### src/hw/rtl/irtd_pkg.sv
package irtd_pkg;

	// Every reading, average and threshold is a 12-bit unsigned quantity.
	localparam int FIELD_W = 12;

	// Stream payload widths, padded to whole bytes.
	localparam int IN_DATA_W  = 24;
	localparam int OUT_DATA_W = 40;

	localparam int CFG_ADDR_W = 1;

	typedef enum logic [1:0] {
		DIR_NONE  = 2'd0,
		DIR_LEFT  = 2'd1,
		DIR_RIGHT = 2'd2
	} dir_t;

	typedef enum logic [CFG_ADDR_W-1:0] {
		REG_MIN_LEVEL = 1'b0,
		REG_TOLERANCE = 1'b1
	} cfg_reg_t;

	// Control of one window accumulator. en moves the whole pipeline, rd marks an
	// item entering the read-modify-write stage, wr marks the item in that stage
	// as one that updates the window.
	typedef struct packed {
		logic en;
		logic rd;
		logic wr;
	} win_ctl_t;

endpackage

### src/hw/rtl/ir_pair_turn_detector_top.sv
// Infrared pair turn detector.
// Input channel s_*: one transfer carries one front/back converter reading pair.
// Output channel m_*: one transfer per input transfer, in the same order, with
// the turn direction, the windowed error average and both window averages.
// Configuration: cfg_we writes cfg_wdata to the register picked by cfg_addr
// (0 minimum level, 1 tolerance); write only while no item is in flight.
// A result reaches m_tvalid through the stage registers and the output
// register. Throughput: one item per cycle while the skid register is free,
// set by one read-modify-write pass of each window memory per item (read on
// entering stage 2, updated and written back from it, forwarded to neighbours).
// Stalls: the output register is backed by one skid register, so an item is
// still taken while a result waits; s_tready falls only once the skid register
// is full, and then the whole pipeline holds until m_tready is seen.
// Reset: arst_n clears the valid and configuration registers, running totals
// and window positions, but not the window memories; a slot not yet written
// since reset counts as zero, so the block is ready straight after reset.
module ir_pair_turn_detector_top #(
	parameter int WINDOW_DEPTH       = 8,
	parameter int ERROR_WINDOW_DEPTH = 8,
	parameter int SAMPLE_DIVIDER     = 1,
	parameter int SAMPLE_BITS        = 12
) (
	input  logic                                clk,
	input  logic                                arst_n,
	input  logic                                s_tvalid,
	output logic                                s_tready,
	// front_sample [11:0], back_sample [23:12]
	input  logic [irtd_pkg::IN_DATA_W-1:0]      s_tdata,
	output logic                                m_tvalid,
	input  logic                                m_tready,
	// direction [1:0], error_average [13:2], front_average [25:14],
	// back_average [37:26], zero [39:38]
	output logic [irtd_pkg::OUT_DATA_W-1:0]     m_tdata,
	input  logic                                cfg_we,
	input  logic [irtd_pkg::CFG_ADDR_W-1:0]     cfg_addr,
	input  logic [irtd_pkg::FIELD_W-1:0]        cfg_wdata
);

	import irtd_pkg::*;

	localparam int KEEP = SAMPLE_BITS < FIELD_W ? SAMPLE_BITS : FIELD_W;
	localparam int TW   = FIELD_W + $clog2(WINDOW_DEPTH);
	localparam int ETW  = FIELD_W + $clog2(ERROR_WINDOW_DEPTH);

	logic adv;
	logic v_s1, v_s2, v_s3, v_s4, v_s5, v_s6, v_s7;

	logic [FIELD_W-1:0] min_level_q, tolerance_q;

	logic [FIELD_W-1:0] smp_f_s1, smp_b_s1;
	logic [FIELD_W-1:0] div_f, div_b;
	logic [2*TW-1:0]    win_total;
	logic [TW-1:0]      tot_f_s3, tot_b_s3;
	logic [FIELD_W-1:0] fa, ba;

	logic               above_min, right, left;
	logic [FIELD_W-1:0] diff;
	dir_t               dir_s4;

	dir_t               dir_s5, dir_s6, dir_s7;
	logic               push_s5;
	logic [FIELD_W-1:0] diff_s5;
	logic [FIELD_W-1:0] fa_s5, ba_s5, fa_s6, ba_s6, fa_s7, ba_s7;
	logic [ETW-1:0]     err_total, etot_s6;
	logic [FIELD_W-1:0] err_avg, err_field;

	logic [OUT_DATA_W-1:0] result;
	logic                  out_v_q, skid_v_q;
	logic [OUT_DATA_W-1:0] out_data_q, skid_data_q;

	win_ctl_t sens_ctl, err_ctl;

	// The pipeline moves as one while the skid register is free.
	assign adv      = !skid_v_q;
	assign s_tready = adv;

	// Configuration registers.
	always_ff @(posedge clk or negedge arst_n) begin
		if (!arst_n) begin
			min_level_q <= '0;
			tolerance_q <= '0;
		end else if (cfg_we) begin
			case (cfg_reg_t'(cfg_addr))
				REG_MIN_LEVEL: min_level_q <= cfg_wdata;
				REG_TOLERANCE: tolerance_q <= cfg_wdata;
				default: ;
			endcase
		end
	end

	// Stage valid bits.
	always_ff @(posedge clk or negedge arst_n) begin
		if (!arst_n) begin
			v_s1 <= 1'b0;
			v_s2 <= 1'b0;
			v_s3 <= 1'b0;
			v_s4 <= 1'b0;
			v_s5 <= 1'b0;
			v_s6 <= 1'b0;
			v_s7 <= 1'b0;
		end else if (adv) begin
			v_s1 <= s_tvalid;
			v_s2 <= v_s1;
			v_s3 <= v_s2;
			v_s4 <= v_s3;
			v_s5 <= v_s4;
			v_s6 <= v_s5;
			v_s7 <= v_s6;
		end
	end

	// Stage 1 keeps only the converter bits; stage 2 sees the divided readings.
	irtd_cdiv #(
		.DIVIDEND_W(FIELD_W),
		.DIVISOR   (SAMPLE_DIVIDER),
		.QUOT_W    (FIELD_W)
	) u_div_f (
		.clk     (clk),
		.en      (adv),
		.dividend(smp_f_s1),
		.quotient(div_f)
	);

	irtd_cdiv #(
		.DIVIDEND_W(FIELD_W),
		.DIVISOR   (SAMPLE_DIVIDER),
		.QUOT_W    (FIELD_W)
	) u_div_b (
		.clk     (clk),
		.en      (adv),
		.dividend(smp_b_s1),
		.quotient(div_b)
	);

	// Front and back windows share one memory; the slot is read as the item
	// enters stage 2 and written back from stage 2.
	assign sens_ctl = '{en: adv, rd: v_s1, wr: v_s2};

	irtd_win #(
		.DEPTH(WINDOW_DEPTH),
		.LANES(2)
	) u_sens_win (
		.clk    (clk),
		.arst_n (arst_n),
		.ctl    (sens_ctl),
		.wr_data({div_b, div_f}),
		.total  (win_total)
	);

	// Stage 3 holds the new totals; stage 4 sees the averages.
	irtd_cdiv #(
		.DIVIDEND_W(TW),
		.DIVISOR   (WINDOW_DEPTH),
		.QUOT_W    (FIELD_W)
	) u_div_fa (
		.clk     (clk),
		.en      (adv),
		.dividend(tot_f_s3),
		.quotient(fa)
	);

	irtd_cdiv #(
		.DIVIDEND_W(TW),
		.DIVISOR   (WINDOW_DEPTH),
		.QUOT_W    (FIELD_W)
	) u_div_ba (
		.clk     (clk),
		.en      (adv),
		.dividend(tot_b_s3),
		.quotient(ba)
	);

	// Turn decision: both averages must reach the minimum level and differ by
	// more than the tolerance.
	always_comb begin
		above_min = (fa >= min_level_q) && (ba >= min_level_q);
		diff      = (fa > ba) ? (fa - ba) : (ba - fa);
		right     = above_min && (fa > ba) && (diff > tolerance_q);
		left      = above_min && (ba > fa) && (diff > tolerance_q);
		if (right) begin
			dir_s4 = DIR_RIGHT;
		end else if (left) begin
			dir_s4 = DIR_LEFT;
		end else begin
			dir_s4 = DIR_NONE;
		end
	end

	// Only turning items take part in the error window.
	assign err_ctl = '{en: adv, rd: v_s4 && (right || left), wr: v_s5 && push_s5};

	irtd_win #(
		.DEPTH(ERROR_WINDOW_DEPTH),
		.LANES(1)
	) u_err_win (
		.clk    (clk),
		.arst_n (arst_n),
		.ctl    (err_ctl),
		.wr_data(diff_s5),
		.total  (err_total)
	);

	irtd_cdiv #(
		.DIVIDEND_W(ETW),
		.DIVISOR   (ERROR_WINDOW_DEPTH),
		.QUOT_W    (FIELD_W)
	) u_div_err (
		.clk     (clk),
		.en      (adv),
		.dividend(etot_s6),
		.quotient(err_avg)
	);

	// Stage payload.
	always_ff @(posedge clk) begin
		if (adv) begin
			smp_f_s1 <= FIELD_W'(s_tdata[KEEP-1:0]);
			smp_b_s1 <= FIELD_W'(s_tdata[FIELD_W +: KEEP]);
			tot_f_s3 <= win_total[0 +: TW];
			tot_b_s3 <= win_total[TW +: TW];
			dir_s5   <= dir_s4;
			push_s5  <= right || left;
			diff_s5  <= diff;
			fa_s5    <= fa;
			ba_s5    <= ba;
			dir_s6   <= dir_s5;
			fa_s6    <= fa_s5;
			ba_s6    <= ba_s5;
			etot_s6  <= err_total;
			dir_s7   <= dir_s6;
			fa_s7    <= fa_s6;
			ba_s7    <= ba_s6;
		end
	end

	assign err_field = (dir_s7 == DIR_NONE) ? '0 : err_avg;
	assign result    = {2'b00, ba_s7, fa_s7, err_field, dir_s7};

	// Output register with one skid register behind it.
	always_ff @(posedge clk or negedge arst_n) begin
		if (!arst_n) begin
			out_v_q  <= 1'b0;
			skid_v_q <= 1'b0;
		end else if (skid_v_q) begin
			if (m_tready) begin
				skid_v_q <= 1'b0;
			end
		end else if (v_s7) begin
			if (out_v_q && !m_tready) begin
				skid_v_q <= 1'b1;
			end else begin
				out_v_q <= 1'b1;
			end
		end else if (m_tready) begin
			out_v_q <= 1'b0;
		end
	end

	always_ff @(posedge clk) begin
		if (skid_v_q) begin
			if (m_tready) begin
				out_data_q <= skid_data_q;
			end
		end else if (v_s7) begin
			if (out_v_q && !m_tready) begin
				skid_data_q <= result;
			end else begin
				out_data_q <= result;
			end
		end
	end

	assign m_tvalid = out_v_q;
	assign m_tdata  = out_data_q;

endmodule

### src/hw/rtl/irtd_ram.sv
module irtd_ram #(
	parameter int WIDTH = 12,
	parameter int DEPTH = 8
) (
	input  logic                                   clk,
	input  logic                                   we,
	input  logic [(DEPTH > 1 ? $clog2(DEPTH) : 1)-1:0] waddr,
	input  logic [WIDTH-1:0]                       wdata,
	input  logic                                   re,
	input  logic [(DEPTH > 1 ? $clog2(DEPTH) : 1)-1:0] raddr,
	output logic [WIDTH-1:0]                       rdata
);

	logic [WIDTH-1:0] mem [DEPTH];

	always_ff @(posedge clk) begin
		if (we) begin
			mem[waddr] <= wdata;
		end
		if (re) begin
			rdata <= mem[raddr];
		end
	end

endmodule

### src/hw/rtl/irtd_cdiv.sv
module irtd_cdiv #(
	parameter int DIVIDEND_W = 12,
	parameter int DIVISOR    = 1,
	parameter int QUOT_W     = 12
) (
	input  logic                  clk,
	input  logic                  en,
	input  logic [DIVIDEND_W-1:0] dividend,
	output logic [QUOT_W-1:0]     quotient
);

	// Division by a constant as a multiplication by a rounded-up reciprocal.
	// With the shift at dividend width plus ceil(log2 divisor) the result is
	// exact over the full dividend range.
	localparam int SHIFT  = DIVIDEND_W + $clog2(DIVISOR);
	localparam int MULT_W = DIVIDEND_W + 1;
	localparam int PROD_W = DIVIDEND_W + MULT_W;
	localparam logic [63:0] MULT64 =
		((64'd1 << SHIFT) + 64'(DIVISOR) - 64'd1) / 64'(DIVISOR);
	localparam logic [MULT_W-1:0] MULT = MULT64[MULT_W-1:0];

	logic [PROD_W-1:0] prod_s1;

	always_ff @(posedge clk) begin
		if (en) begin
			prod_s1 <= PROD_W'(dividend) * PROD_W'(MULT);
		end
	end

	assign quotient = QUOT_W'(prod_s1 >> SHIFT);

endmodule

### src/hw/rtl/irtd_win.sv
module irtd_win #(
	parameter int DEPTH = 8,
	parameter int LANES = 2
) (
	input  logic                                                        clk,
	input  logic                                                        arst_n,
	input  irtd_pkg::win_ctl_t                                          ctl,
	input  logic [LANES*irtd_pkg::FIELD_W-1:0]                          wr_data,
	output logic [LANES*(irtd_pkg::FIELD_W+$clog2(DEPTH))-1:0]          total
);

	import irtd_pkg::*;

	localparam int AW     = DEPTH > 1 ? $clog2(DEPTH) : 1;
	localparam int TW     = FIELD_W + $clog2(DEPTH);
	localparam int DATA_W = LANES * FIELD_W;
	localparam logic [AW-1:0] LAST = AW'(DEPTH - 1);

	logic [AW-1:0]     pos_q;
	logic              wrapped_q;
	logic [AW-1:0]     slot_s1;
	logic              oldv_s1;
	logic              fwd_v_q;
	logic [DATA_W-1:0] fwd_data_q;
	logic [TW-1:0]     tot_q [LANES];
	logic [DATA_W-1:0] rdata;
	logic [DATA_W-1:0] old_data;

	irtd_ram #(
		.WIDTH(DATA_W),
		.DEPTH(DEPTH)
	) u_ram (
		.clk  (clk),
		.we   (ctl.en && ctl.wr),
		.waddr(slot_s1),
		.wdata(wr_data),
		.re   (ctl.en),
		.raddr(pos_q),
		.rdata(rdata)
	);

	// Slots fill in order from zero, so until the first wrap the slot being
	// replaced has never been written and counts as zero.
	always_comb begin
		if (!oldv_s1) begin
			old_data = '0;
		end else if (fwd_v_q) begin
			old_data = fwd_data_q;
		end else begin
			old_data = rdata;
		end
	end

	always_comb begin
		for (int l = 0; l < LANES; l++) begin
			total[l*TW +: TW] = tot_q[l] - TW'(old_data[l*FIELD_W +: FIELD_W])
				+ TW'(wr_data[l*FIELD_W +: FIELD_W]);
		end
	end

	always_ff @(posedge clk or negedge arst_n) begin
		if (!arst_n) begin
			pos_q     <= '0;
			wrapped_q <= 1'b0;
			oldv_s1   <= 1'b0;
			fwd_v_q   <= 1'b0;
			for (int l = 0; l < LANES; l++) begin
				tot_q[l] <= '0;
			end
		end else if (ctl.en) begin
			if (ctl.rd) begin
				oldv_s1 <= wrapped_q;
				if (pos_q == LAST) begin
					pos_q     <= '0;
					wrapped_q <= 1'b1;
				end else begin
					pos_q <= pos_q + 1'b1;
				end
			end
			// A write in the same cycle as a read of that slot is not seen by the
			// memory output, so it is carried forward.
			fwd_v_q <= ctl.wr && (slot_s1 == pos_q);
			if (ctl.wr) begin
				for (int l = 0; l < LANES; l++) begin
					tot_q[l] <= total[l*TW +: TW];
				end
			end
		end
	end

	always_ff @(posedge clk) begin
		if (ctl.en) begin
			fwd_data_q <= wr_data;
			if (ctl.rd) begin
				slot_s1 <= pos_q;
			end
		end
	end

endmodule

### config.mk
export PLATFORM = sky130hd
export DESIGN_NAME = ir_pair_turn_detector_top
export DESIGN_NICKNAME = d
export VERILOG_FILES = /design/src/hw/rtl/irtd_pkg.sv /design/src/hw/rtl/ir_pair_turn_detector_top.sv /design/src/hw/rtl/irtd_ram.sv /design/src/hw/rtl/irtd_cdiv.sv /design/src/hw/rtl/irtd_win.sv
export SDC_FILE = /design/constraint.sdc
export NUM_CORES = 1
export LEC_CHECK = 0
export ABC_AREA = 1
export BUFFER_PORTS_ARGS = -buffer_cell sky130_fd_sc_hd__buf_4
export CAP_MARGIN = 20
export CORE_ASPECT_RATIO = 0.7
export CORE_MARGIN = 4
export CORE_UTILIZATION = 39
export DETAILED_ROUTE_END_ITERATION = 10
export PLACE_DENSITY = 0.55
export SETUP_SLACK_MARGIN = 0.4
export SKIP_CTS_REPAIR_TIMING = 1
export SLEW_MARGIN = 30
export SYNTH_ARGS = -nofsm -noshare
export SYNTH_HDL_FRONTEND = slang
export SYNTH_SLANG_ARGS = --single-unit
### constraint.sdc
create_clock -name clk -period 23.9 [get_ports clk]
set_clock_uncertainty 0.05 [all_clocks]
set_input_delay 2.39 -clock clk [delete_from_list [all_inputs] [get_ports clk]]
set_output_delay 2.39 -clock clk [all_outputs]
set_load 0.005 [all_outputs]
==> flow_metrics.tcl <==
set metrics [dict create \
    status "completed" \
    vias 19760 \
    grt_pass1_wl_mm 113.4 \
    rows 87 \
    syn_area_per_cell_sq_um 11.61 \
    cts.path.max_buffers 3 \
    worstSetupPathType "register to primary output" \
    finalInstanceArea_sq_um 36510 \
    fmax_mhz 233.2 \
    start_util 0.3965 \
    crit_required_ps 21460 \
    cts_sinks 743 \
    layout_commonest_cell "edfxtp_1" \
    ys_seq_area_frac 0.6789 \
    insertion_delay_ps 630 \
    hold_path_depth 0 \
    wirelength_mm 71.49 \
    hold_viol_final 0 \
    grt_overflow 0 \
    wl_per_cell_microns 17.87 \
    met2_usage 0.2457 \
    r2r_end "u_err_win.slot_s1[2]" \
    place_congestion 0.8171 \
    multi_input_area_sq_um 8696 \
    drtPass1Iterations 5 \
    die_w_microns 351.4 \
    tns_ps 0 \
    reg2reg_depth 27 \
    r2r-start "u_div_fa.prod_s1[18]" \
    fp.coreArea_sq_um 81210 \
    syn_inst 2773 \
    ant_nets 0 \
    cts_tree "yes" \
    period_needed_ps 4288 \
    path_clk_slew_ps 70 \
    drc 0 \
    relSlewSlack 0.3579 \
    placed_cell_area_sq_um 34090 \
    maxCapViolCount 0 \
    drt_iter0_drc 1647 \
    dpl.cell_count 3862 \
    netlist_area_sq_um 32200 \
    grt_use_total 0.1653 \
    grt_pass1_vias 19720 \
    grtUsageMet1 0.2535 \
    setup_violations 0 \
    root_buffer "clkbuf_16" \
    antenna_found_initial 3 \
    hold_path.class "register to register" \
    worstMarginPinSlew_ps 963.1 \
    yosysWarnings 0 \
    dp_hpwl_mm 45.75 \
    hp-start "fa_s6[11]" \
    io_pins 84 \
    num-fill-cells 7452 \
    r2r_setup_slack_ps 19880 \
    post_synth_num_cell_types 37 \
    syn_to_final_growth_pct 13.40 \
    post-route-period-util 0.1794 \
    ys_ff_latch 743 \
    layout.nets 3061 \
    slew_viol_final 0 \
    grt_start_max_net_pins 163 \
    vias_per_cell 4.941 \
    hold_end "fa_s7[11]" \
    diodes 0 \
    start_kind "register" \
    fin_cells 4000 \
    numPortBuffers 81 \
    die_area_sq_um 87290 \
    regArea_sq_um 21860 \
    drive_above_1_share 0.08390 \
    cts-buffers-inserted 75 \
    die_y_microns 248.4 \
    gr-usage-met3 0.03024 \
    end_kind "primary output" \
    htreeDepth 3 \
    final_util 0.4496 \
    rsz0062_at_grt "false" \
    top_usage_layer "met1" \
    final_cell_mix "edfxtp_1 (653), nand2_1 (444), nor2_1 (402)" \
    cp_max_fo 97 \
    cp.arrival_ps 1850 \
]
-- registers in the layout (all words and copies together) (netlist names), 15 cells and up --
signal                  count
u_err_win.tot_q            15
u_sens_win.tot_q           30
u_err_win.u_ram.mem        96
u_sens_win.u_ram.mem      192
skid_data_q                38
u_sens_win.u_ram.rdata     24
u_sens_win.fwd_data_q      24
m_tdata                    38
-- cell type report --
type / count / share of cell area
clock buffers: 100 / 0.05623
well taps: 1068 / 0.03660
multi-input cells: 1589 / 0.2382
inverters: 350 / 0.03625
flip-flops and latches: 743 / 0.5988
repair buffers: 113 / 0.02477
clock inverters: 37 / 0.009218
-- metrics by stage --
| step | setup WS, ps | hold slack [ps] |
|---|---|---|
| 2_1_floorplan | 13110 | 350.3 |
| 3_3_place_gp | 19720 | 351.5 |
| 3_5_place_dp | 19920 | 355.2 |
| 4_1_cts | 19550 | 368.0 |
| 5_1_grt | 19470 | 371.9 |
| 6_report | 19610 | 363.2 |
-- kinds of logic after synthesis --
group,share of synthesized area
buffers and inverters,0.05254
AOI/OAI and AO/OA,0.07442
xor gates and xnor gates,0.009521
DFF,0.6789
other,0.0001165
and+or+nand+nor,0.1185
adders and majority gates,0.06598
-- cell usage after synthesis --
master,count,area [sq um]
o211ai_1,1,7.510
nand3_1,57,285.3
and2_1,14,87.58
clkinv_1,2,7.510
nand3b_1,5,37.54
o21a_1,1,7.510
o21ai_0,275,1376
nand2_2,3,18.77
a21o_1,7,52.55
buf_1,3,11.26
conb_1,1,3.750
nor2_4,1,11.26
nand3_2,1,10.01
ha_1,109,1364
inv_1,346,1299
nand2_4,3,33.78
xor2_1,28,245.2
edfxtp_1,653,19610
nor2_1,412,1546
dfrtp_1,90,2252
buf_4,3,22.52
nor3_1,15,75.07
o21bai_1,17,127.6
nand4_1,4,25.02
buf_6,1,11.26
o22ai_1,41,256.5
xnor2_1,7,61.31
nor2_2,1,6.260
clkbuf_1,74,277.8
a21oi_1,58,290.3
nand3b_2,1,11.26
inv_2,2,7.510
buf_2,11,55.05
a31oi_1,43,269.0
fa_1,38,760.7
nand2_1,444,1667
o41ai_1,1,8.760
-- routing by layer --
metal,vias up,part of all wire
met1,9743,0.50
met2,362,0.44
met5,-,0
met3,88,0.045
li1,9571,-
met4,0,0.017
-- worst max-delay path by stage --
stage / from / to / slack, ps / cells after the start
after floorplan: skid_v_q / s_tready / 13110 / 2
after global placement: m_tready / skid_data_q[30] / 19720 / 4
after detailed placement: u_div_fa.prod_s1[18] / u_err_win.slot_s1[1] / 19920 / 27
after CTS: skid_v_q / s_tready / 19550 / 2
after global routing: skid_v_q / s_tready / 19470 / 2
final: skid_v_q / s_tready / 19610 / 2
-- critical path, cell delays in order, from the launching register on --
cell and delay (ps):
dfrtp_2 450, inv_8 480, buf_4 230
Power is not shown: default switching activity piles up to over one toggle a cycle in this logic, so the estimate is an artifact.
